$ cat config.mk
export PLATFORM = sky130hd
export DESIGN_NAME = i2c_master_byte_engine
export DESIGN_NICKNAME = d
export VERILOG_FILES = /design/src/i2cm_pkg.sv /design/src/i2cm_step.sv /design/src/i2c_master_byte_engine.sv
export SDC_FILE = /design/constraint.sdc
export NUM_CORES = 1
export LEC_CHECK = 0
export BUFFER_PORTS_ARGS = -buffer_cell sky130_fd_sc_hd__buf_2
export CORE_ASPECT_RATIO = 1.2
export CORE_UTILIZATION = 40
export DETAILED_ROUTE_END_ITERATION = 7
export PLACE_DENSITY = 0.59
export SKIP_CTS_REPAIR_TIMING = 1
export SLEW_MARGIN = 20
export SYNTH_ARGS = -nofsm -noshare
export SYNTH_HDL_FRONTEND = slang
export SYNTH_SLANG_ARGS = --single-unit
$ cat constraint.sdc
create_clock -name clk -period 7 [get_ports clk]
set_input_delay 1.4 -clock clk [delete_from_list [all_inputs] [get_ports clk]]
set_output_delay 1.4 -clock clk [all_outputs]
set_load 0.05 [all_outputs]
$ cat src/i2cm_pkg.sv
// ----------------------------------------------------------------------------
// i2cm_pkg
// Types, slot counts and slot decode helpers for the I2C master byte engine.
// ----------------------------------------------------------------------------
package i2cm_pkg;

	// Command codes as carried on the input beat
	typedef enum logic [2:0] {
		OP_NONE  = 3'd0,
		OP_START = 3'd1,
		OP_STOP  = 3'd2,
		OP_WRITE = 3'd3,
		OP_READ  = 3'd4
	} op_t;

	localparam int unsigned SLOT_W = 5;

	// Slot counts per command
	localparam logic [SLOT_W-1:0] CTRL_SLOTS  = 5'd3;
	localparam logic [SLOT_W-1:0] WRITE_SLOTS = 5'd27;
	localparam logic [SLOT_W-1:0] READ_SLOTS  = 5'd19;

	// Named slots inside the write and read lists
	localparam logic [SLOT_W-1:0] WR_DATA_END    = 5'd24;
	localparam logic [SLOT_W-1:0] WR_ACK_RELEASE = 5'd24;
	localparam logic [SLOT_W-1:0] WR_ACK_HIGH    = 5'd25;
	localparam logic [SLOT_W-1:0] RD_ACK_SLOT    = 5'd16;
	localparam logic [SLOT_W-1:0] RD_LAST_SLOT   = 5'd18;

	localparam logic [15:0] HALF_PERIOD_RESET = 16'd32;

	// One input beat
	typedef struct packed {
		logic [2:0] operation;
		logic [7:0] tx_byte;
		logic       rd_ack;
		logic       sda_in;
	} item_t;

	// One result beat, scl_release in the lowest bit
	typedef struct packed {
		logic [7:0] rx_byte;
		logic       ack_ok;
		logic       done_res;
		logic       busy_res;
		logic       sda_release;
		logic       scl_release;
	} res_t;

	// Sequencer state apart from the divider
	typedef struct packed {
		op_t               cmd;
		logic [SLOT_W-1:0] slot;
		logic [7:0]        shift;
		logic              ack_choice;
		logic              scl;
		logic              sda;
		logic              ack_seen;
	} ctl_t;

	// Phase and bit position of a write data slot
	typedef struct packed {
		logic [1:0] phase;
		logic [2:0] pos;
	} wr_info_t;

	function automatic logic [SLOT_W-1:0] slot_total(op_t cmd);
		logic [SLOT_W-1:0] n;
		n = CTRL_SLOTS;
		if (cmd == OP_WRITE) n = WRITE_SLOTS;
		if (cmd == OP_READ) n = READ_SLOTS;
		return n;
	endfunction

	// Map a write data slot (below 24) to its phase and bit position
	function automatic wr_info_t write_slot_info(logic [SLOT_W-1:0] s);
		wr_info_t info;
		info = '0;
		for (int b = 0; b < 8; b++) begin
			if (s >= SLOT_W'(3 * b) && s < SLOT_W'(3 * b + 3)) begin
				info.phase = 2'(s - SLOT_W'(3 * b));
				info.pos   = 3'(7 - b);
			end
		end
		return info;
	endfunction

endpackage

$ cat src/i2cm_step.sv
// ----------------------------------------------------------------------------
// i2cm_step
// Next-state and result logic of the slot sequencer for one bus tick.
// ----------------------------------------------------------------------------
module i2cm_step #(
	parameter int DIVIDER_WIDTH = 16
) (
	input  i2cm_pkg::ctl_t             cur,
	input  logic [DIVIDER_WIDTH-1:0]   div_cur,
	input  logic [DIVIDER_WIDTH-1:0]   limit,
	input  i2cm_pkg::item_t            item,
	output i2cm_pkg::ctl_t             nxt,
	output logic [DIVIDER_WIDTH-1:0]   div_nxt,
	output i2cm_pkg::res_t             res
);
	import i2cm_pkg::*;

	logic                     done;
	logic                     run;
	logic                     op_ok;
	logic [DIVIDER_WIDTH-1:0] div_inc;
	logic [SLOT_W-1:0]        slot_inc;
	wr_info_t                 wr_info;

	assign op_ok = (item.operation == OP_START) || (item.operation == OP_STOP) ||
		(item.operation == OP_WRITE) || (item.operation == OP_READ);
	assign div_inc  = div_cur + DIVIDER_WIDTH'(1);
	assign slot_inc = cur.slot + SLOT_W'(1);

	// Next state: take a command, advance the divider, run the slot
	always_comb begin
		nxt     = cur;
		div_nxt = div_cur;
		done    = 1'b0;
		run     = 1'b0;
		wr_info = '0;
		if (cur.cmd == OP_NONE) begin
			if (op_ok) begin
				nxt.cmd      = op_t'(item.operation);
				nxt.slot     = '0;
				div_nxt      = '0;
				nxt.ack_seen = 1'b0;
				if (item.operation == OP_WRITE) nxt.shift = item.tx_byte;
				if (item.operation == OP_READ) begin
					nxt.shift      = '0;
					nxt.ack_choice = item.rd_ack;
				end
				run = 1'b1;
			end
		end else if (div_inc >= limit || div_inc == '0) begin
			div_nxt = '0;
			if (slot_inc >= slot_total(cur.cmd)) begin
				done     = 1'b1;
				nxt.cmd  = OP_NONE;
				nxt.slot = '0;
				if (cur.cmd == OP_READ) nxt.sda = 1'b1;
			end else begin
				nxt.slot = slot_inc;
				run      = 1'b1;
			end
		end else begin
			div_nxt = div_inc;
		end

		// Apply the line changes of the slot that starts on this tick
		if (run) begin
			unique case (nxt.cmd)
				OP_START: begin
					if (nxt.slot == 5'd0) begin
						nxt.sda = 1'b1;
						nxt.scl = 1'b1;
					end else if (nxt.slot == 5'd1) begin
						nxt.sda = 1'b0;
					end else begin
						nxt.scl = 1'b0;
					end
				end
				OP_STOP: begin
					if (nxt.slot == 5'd0) nxt.sda = 1'b0;
					else if (nxt.slot == 5'd1) nxt.scl = 1'b1;
					else nxt.sda = 1'b1;
				end
				OP_WRITE: begin
					wr_info = write_slot_info(nxt.slot);
					if (nxt.slot < WR_DATA_END) begin
						if (wr_info.phase == 2'd0) nxt.sda = nxt.shift[wr_info.pos];
						else if (wr_info.phase == 2'd1) nxt.scl = 1'b1;
						else nxt.scl = 1'b0;
					end else if (nxt.slot == WR_ACK_RELEASE) begin
						nxt.sda = 1'b1;
					end else if (nxt.slot == WR_ACK_HIGH) begin
						nxt.scl = 1'b1;
					end else begin
						nxt.ack_seen = ~item.sda_in;
						nxt.scl      = 1'b0;
					end
				end
				OP_READ: begin
					if (nxt.slot == 5'd0) begin
						nxt.sda = 1'b1;
					end else if (nxt.slot == RD_LAST_SLOT) begin
						nxt.scl = 1'b0;
					end else if (nxt.slot[0]) begin
						nxt.scl = 1'b1;
					end else begin
						nxt.shift = {nxt.shift[6:0], item.sda_in};
						nxt.scl   = 1'b0;
						if (nxt.slot == RD_ACK_SLOT) nxt.sda = ~nxt.ack_choice;
					end
				end
				default: begin
				end
			endcase
		end
	end

	// Result beat: line drives after the tick, done pulse with ack and byte
	always_comb begin
		res             = '0;
		res.scl_release = nxt.scl;
		res.sda_release = nxt.sda;
		res.busy_res    = (nxt.cmd != OP_NONE);
		res.done_res    = done;
		res.ack_ok      = done && (cur.cmd == OP_WRITE) && cur.ack_seen;
		res.rx_byte     = (done && (cur.cmd == OP_READ)) ? cur.shift : 8'd0;
	end

endmodule

$ cat src/i2c_master_byte_engine.sv
// ----------------------------------------------------------------------------
// i2c_master_byte_engine
// I2C master bit sequencer driven one beat per bus tick.
// ----------------------------------------------------------------------------
// Each input beat is one tick of bus timing and carries an optional command
// (start, stop, write byte, read byte) plus the sampled SDA level; each beat
// yields exactly one result beat with the open-drain SCL/SDA drives, busy,
// a done pulse, the write ack and the read byte. The engine takes one beat
// per clock cycle while the output is not stalled; a beat is captured in the
// input register, and its result beat moves on to the result register and
// is offered on the output from there. A stalled output holds the result
// register, then the input register, and after that the input stalls too.
// Bus timing is set by half_period_ticks (ticks per half-bit slot, zero
// counts as one); commands arriving while busy are ignored.
module i2c_master_byte_engine #(
	parameter int DIVIDER_WIDTH = 16
) (
	input  logic        clk,
	input  logic        arst_n,
	// configuration: half_period_ticks
	input  logic        cfg_wr_en,
	input  logic [15:0] cfg_wr_data,
	// input beats
	input  logic        s_axis_tvalid,
	output logic        s_axis_tready,
	input  logic [15:0] s_axis_tdata,  // [7:0] tx_byte, [8] rd_ack, [9] sda_in
	input  logic [2:0]  s_axis_tuser,  // [2:0] operation
	// result beats
	output logic        m_axis_tvalid,
	input  logic        m_axis_tready,
	// [0] scl_release, [1] sda_release, [2] busy_res, [3] done_res,
	// [4] ack_ok, [12:5] rx_byte
	output logic [15:0] m_axis_tdata
);
	import i2cm_pkg::*;

	localparam int LIMIT_W = (DIVIDER_WIDTH > 16) ? DIVIDER_WIDTH : 16;

	logic [15:0]              half_period_q;
	item_t                    item_s1;
	logic                     valid_s1;
	ctl_t                     ctl_q;
	logic [DIVIDER_WIDTH-1:0] div_q;
	res_t                     res_s2;
	logic                     valid_s2;

	ctl_t                     ctl_nxt;
	logic [DIVIDER_WIDTH-1:0] div_nxt;
	res_t                     res_nxt;
	logic                     advance;
	logic [15:0]              half_eff;
	logic [LIMIT_W-1:0]       half_ext;
	logic [LIMIT_W-1:0]       div_max_ext;
	logic [LIMIT_W-1:0]       limit_ext;
	logic [DIVIDER_WIDTH-1:0] limit;

	// Slot length: zero counts as one, clamp to the divider range
	assign half_eff    = (half_period_q == 16'd0) ? 16'd1 : half_period_q;
	assign half_ext    = LIMIT_W'(half_eff);
	assign div_max_ext = LIMIT_W'({DIVIDER_WIDTH{1'b1}});
	assign limit_ext   = (half_ext > div_max_ext) ? div_max_ext : half_ext;
	assign limit       = limit_ext[DIVIDER_WIDTH-1:0];

	// Move a beat into the result register when it is free or being taken
	assign advance       = valid_s1 && (!valid_s2 || m_axis_tready);
	assign s_axis_tready = !valid_s1 || advance;

	// Hold the configuration register
	always_ff @(posedge clk or negedge arst_n) begin
		if (!arst_n) begin
			half_period_q <= HALF_PERIOD_RESET;
		end else if (cfg_wr_en) begin
			half_period_q <= cfg_wr_data;
		end
	end

	// Input register
	always_ff @(posedge clk or negedge arst_n) begin
		if (!arst_n) begin
			valid_s1 <= 1'b0;
		end else if (s_axis_tready) begin
			valid_s1 <= s_axis_tvalid;
		end
	end

	always_ff @(posedge clk) begin
		if (s_axis_tready && s_axis_tvalid) begin
			item_s1 <= '{operation: s_axis_tuser, tx_byte: s_axis_tdata[7:0],
				rd_ack: s_axis_tdata[8], sda_in: s_axis_tdata[9]};
		end
	end

	i2cm_step #(
		.DIVIDER_WIDTH(DIVIDER_WIDTH)
	) u_step (
		.cur    (ctl_q),
		.div_cur(div_q),
		.limit  (limit),
		.item   (item_s1),
		.nxt    (ctl_nxt),
		.div_nxt(div_nxt),
		.res    (res_nxt)
	);

	// Advance sequencer state once per beat
	always_ff @(posedge clk or negedge arst_n) begin
		if (!arst_n) begin
			ctl_q <= '{cmd: OP_NONE, slot: '0, shift: '0, ack_choice: 1'b0,
				scl: 1'b1, sda: 1'b1, ack_seen: 1'b0};
			div_q <= '0;
		end else if (advance) begin
			ctl_q <= ctl_nxt;
			div_q <= div_nxt;
		end
	end

	// Result register
	always_ff @(posedge clk or negedge arst_n) begin
		if (!arst_n) begin
			valid_s2 <= 1'b0;
		end else if (advance) begin
			valid_s2 <= 1'b1;
		end else if (m_axis_tready) begin
			valid_s2 <= 1'b0;
		end
	end

	always_ff @(posedge clk) begin
		if (advance) begin
			res_s2 <= res_nxt;
		end
	end

	assign m_axis_tvalid = valid_s2;
	assign m_axis_tdata  = {3'b000, res_s2};

endmodule

==> flow_summary.rst <==
.. list-table::
   :header-rows: 1

   * - Metric
     - Value
   * - Aggregate routed wire length
     - 13.9 mm
   * - Post-detailed-route DRC marker count
     - 0
   * - Count of nets left with antenna violations after detail routing
     - 0
   * - Share of async-settable or async-resettable flops after synthesis
     - 0.675
   * - Number of CTS-inserted buffers
     - 9
   * - Effective utilization at floorplan
     - 0.410
   * - Critical Path Source Type
     - flip-flop
   * - Global-route wire length before repair
     - 22.9 mm
   * - Total of buffers placed on input and output ports
     - 48
   * - Arrival time of the worst setup path
     - 6.34 ns
   * - Global-route congestion overflow total
     - 0
   * - Library cell with the largest summed area after synthesis
     - sky130_fd_sc_hd__dfrtp_1
   * - Clk pin slew, worst setup/hold paths
     - 0.07 ns
   * - Register-to-register setup slack
     - 0.86 ns
   * - Net count of the finished layout
     - 701
   * - Max Fanout on Critical Path
     - 11
   * - Status
     - completed
   * - Signed area change from the synthesized netlist to the final layout
     - 11.6%
   * - Antenna violations before repair
     - 0
   * - CTS tree
     - done
   * - Top flip-flop cell by instance count after synthesis
     - sky130_fd_sc_hd__dfrtp_1
   * - Area share of the largest cell type after synthesis
     - 0.236
   * - Via Count
     - 4724
   * - Number of optimization iterations in the first detailed-route pass
     - 4
   * - Count of endpoints failing hold in the final timing report
     - 0
   * - Leading post-synthesis cells by cell area
     - sky130_fd_sc_hd__dfrtp_1 24%, sky130_fd_sc_hd__edfxtp_1 14%, sky130_fd_sc_hd__ha_1 5.8%, sky130_fd_sc_hd__o21ai_0 5.4%, sky130_fd_sc_hd__nand2_1 4.4%
   * - Number of fill cells in the layout
     - 1289
   * - Endpoint with the worst hold slack
     - m_axis_tvalid$_DFFE_PN0P_
   * - Rel. slew slack
     - 0.372
   * - Via-to-Cell Ratio
     - 5.84
   * - Drt first-iter violations
     - 302
   * - Worst Setup End Kind
     - flip-flop
   * - Number of core rows
     - 46
   * - Area of the die
     - 14000 sq um
   * - Root cell of the clock tree
     - sky130_fd_sc_hd__clkbuf_16
   * - Reg2reg end
     - m_axis_tdata[1]$_DFFE_PP_
   * - Proportion of synthesized chip area in sequential cells
     - 0.396
   * - Cells after DPL
     - 793
   * - Core Region
     - 13200 sq um
   * - Instance count along the most critical hold path
     - 1
   * - Fraction of final layout cells with drive strength greater than 1
     - 0.147
   * - Power Density
     - 317 nW/um^2
   * - # clock sinks
     - 80
   * - Count of endpoints failing setup in the final report
     - 0
   * - Worst-Skew Late Latency
     - 0.35 ns
   * - Required time of the worst setup path
     - 7.20 ns
   * - Placed wire-length estimate
     - 9.80 mm
   * - Highest-count cells in the layout ignoring fill and taps
     - 64 x sky130_fd_sc_hd__nand2_1, 58 x sky130_fd_sc_hd__o21ai_0, 51 x sky130_fd_sc_hd__dfrtp_1, 48 x sky130_fd_sc_hd__buf_2, 46 x sky130_fd_sc_hd__nor2_1
   * - Gate count of the mapped netlist
     - 605
   * - Count of final max-slew check failures
     - 0
   * - Maximum number of pins on one net before global-route repair
     - 55
   * - Final worst path period need
     - 6.14 ns
   * - Total Power Consumption
     - 1910 uW
   * - Number of synthesized flops with an enable pin
     - 26
   * - Fmax
     - 163 MHz
   * - Reg-to-Reg Start
     - div_q[0]$_DFFE_PN0P_
   * - Yosys cell types
     - 77
   * - Multi-input logic area
     - 2980 sq um
   * - Deepest clock path buffer count
     - 2
   * - Mean routed wirelength per cell
     - 17.2 um
   * - Post-Route Setup TNS
     - 0 ns
   * - Fin Clk Skew
     - 0.0113 ns
   * - Horizontal die dimension
     - 108 um
   * - Chip height
     - 129 um
   * - Final GP Congestion
     - 0.907
   * - Setup repair after global routing missed its margin
     - false
   * - Total routing resource utilization after global routing
     - 0.210
   * - Depth of the CTS H-tree
     - 3
   * - Most common cell after layout, fill and taps aside
     - sky130_fd_sc_hd__nand2_1
   * - Inserted Diodes
     - 0
   * - Area used by sequential logic in the layout
     - 2140 sq um
   * - Post-Layout Cell Count
     - 809
   * - Top Ports
     - 58
   * - Final worst-path cycle share
     - 0.877
   * - Kind of critical path
     - flip-flop to flip-flop
   * - Via count of the first global-routing pass
     - 4744
   * - Launch point of the worst hold path
     - valid_s1$_DFFE_PN0N_
   * - Flop and latch count out of synthesis
     - 80
   * - Reg2reg path depth
     - 23
   * - Max capacitance violation total
     - 0
   * - VDD IR-drop max
     - 0.000136 V
   * - P_leak
     - 0.00248 uW
   * - Worst min-delay path class
     - flip-flop to flip-flop
   * - Number of warnings reported in the yosys synthesis log
     - 0
   * - Cell area after synthesis
     - 5400 sq um
   * - Tightest Pin Transition
     - 0.941 ns
   * - Mean instance size in the synthesized netlist
     - 8.92 sq um
==> how the worst max path moves through the flow <==
stage / from / endpoint / slack (ns) / cells past startpoint
CTS: div_q[0]$_DFFE_PN0P_ / m_axis_tdata[1]$_DFFE_PP_ / 0.91 / 21
global placement: div_q[4]$_DFFE_PN0P_ / m_axis_tdata[1]$_DFFE_PP_ / 1.03 / 23
global route: div_q[0]$_DFFE_PN0P_ / m_axis_tdata[1]$_DFFE_PP_ / 0.50 / 23
detailed placement: div_q[0]$_DFFE_PN0P_ / m_axis_tdata[1]$_DFFE_PP_ / 0.96 / 21
finish: div_q[0]$_DFFE_PN0P_ / m_axis_tdata[1]$_DFFE_PP_ / 0.86 / 23
floorplan: div_q[3]$_DFFE_PN0P_ / m_axis_tdata[1]$_DFFE_PP_ / 1.29 / 25
==> metrics by stage <==
| stage | hold slack (ns) | cell area [sq um] | setup slack (ns) | utilization |
|---|---|---|---|---|
| 4_1_cts | 0.512 | 6020 | 0.913 | 0.457 |
| 2_1_floorplan | 0.448 | 5410 | 1.29 | - |
| 3_3_place_gp | 0.471 | 5730 | 1.03 | 0.434 |
| 5_1_grt | 0.531 | 6030 | 0.497 | 0.457 |
| 6_report | 0.505 | 6030 | 0.859 | 0.457 |
| 3_5_place_dp | 0.486 | 5730 | 0.963 | 0.434 |
==> final cells by class <==
cell class                 instances  area share
multi-input combinational        463       0.494
sequential                        80       0.354
timing repair buffer              58      0.0523
tap                              168      0.0349
inverter                          24      0.0150
clock buffer                      10      0.0380
clock inverter                     6      0.0112
==> report_power, final <==
group          leakage (uW)  switching (uW)  total [uW]  internal, uW
clock              0.000139             209         487           279
combinational       0.00140             519         816           296
sequential         0.000936            65.7         610           544
==> critical path: stages (launching register included) <==
cell	delay, ns
sky130_fd_sc_hd__dfrtp_1	0.45
sky130_fd_sc_hd__ha_1	0.30
sky130_fd_sc_hd__nand2_1	0.18
sky130_fd_sc_hd__nor3_1	0.41
sky130_fd_sc_hd__and3_1	0.24
sky130_fd_sc_hd__xor2_1	0.26
sky130_fd_sc_hd__ha_1	0.29
sky130_fd_sc_hd__o2111ai_1	0.22
sky130_fd_sc_hd__nor2_1	0.10
sky130_fd_sc_hd__a221o_1	0.30
sky130_fd_sc_hd__a311oi_1	0.31
sky130_fd_sc_hd__buf_4	0.23
sky130_fd_sc_hd__and2_1	0.13
sky130_fd_sc_hd__buf_4	0.17
sky130_fd_sc_hd__o311a_1	0.20
sky130_fd_sc_hd__inv_1	0.14
sky130_fd_sc_hd__ha_1	0.35
sky130_fd_sc_hd__or3_1	0.46
sky130_fd_sc_hd__o221ai_1	0.19
sky130_fd_sc_hd__o22ai_1	0.12
sky130_fd_sc_hd__a31o_2	0.29
sky130_fd_sc_hd__nor4b_1	0.30
sky130_fd_sc_hd__o2bb2ai_1	0.15
sky130_fd_sc_hd__a31oi_1	0.19
==> state kept, by name, indices dropped and copies added (netlist names) <==
name	cells
half_period_q	16
ctl_q	20
valid_s1	1
m_axis_tdata	13
m_axis_tvalid	1
div_q	16
item_s1	13
==> Yosys cell counts, types with 4 or more instances <==
cell,count
sky130_fd_sc_hd__nand2_1,64
sky130_fd_sc_hd__o21ai_0,58
sky130_fd_sc_hd__dfrtp_1,51
sky130_fd_sc_hd__nor2_1,46
sky130_fd_sc_hd__a21oi_1,30
sky130_fd_sc_hd__edfxtp_1,26
sky130_fd_sc_hd__nand3_1,26
sky130_fd_sc_hd__ha_1,25
sky130_fd_sc_hd__inv_1,24
sky130_fd_sc_hd__clkbuf_1,23
sky130_fd_sc_hd__and2_1,14
sky130_fd_sc_hd__mux2i_1,14
sky130_fd_sc_hd__a22o_1,13
sky130_fd_sc_hd__nor3_1,13
sky130_fd_sc_hd__xnor2_1,12
sky130_fd_sc_hd__o22ai_1,11
sky130_fd_sc_hd__xor2_1,10
sky130_fd_sc_hd__nand2b_1,8
sky130_fd_sc_hd__nand4_1,8
sky130_fd_sc_hd__a211oi_1,7
sky130_fd_sc_hd__buf_4,7
sky130_fd_sc_hd__nor4_1,7
sky130_fd_sc_hd__buf_2,6
sky130_fd_sc_hd__a21o_1,5
sky130_fd_sc_hd__and3_1,5
sky130_fd_sc_hd__or4_1,5
sky130_fd_sc_hd__nand3b_1,4
sky130_fd_sc_hd__o211ai_1,4
==> logic make-up (layout without fill, tap and decap cells) <==
group | after synthesis | after routing | share of synthesized area
and+or+nand+nor | 218 | 218 | 0.200
AOI/OAI and AO/OA | 179 | 179 | 0.225
DFF | 80 | 80 | 0.396
buffers and inverters | 64 | 98 | 0.0549
adders and majority gates | 25 | 25 | 0.0579
xor gates and xnor gates | 22 | 22 | 0.0357
muxes | 16 | 16 | 0.0301
other | 1 | 3 | 0.000695
==> layer usage <==
metal	GRT usage	up-vias	share of wire
li1	-	2298	-
met1	0.240	2296	0.42
met2	0.376	99	0.52
met3	0.0377	31	0.036
met4	0.0967	0	0.028
met5	0	-	0
(Power assumes the default switching activity.)
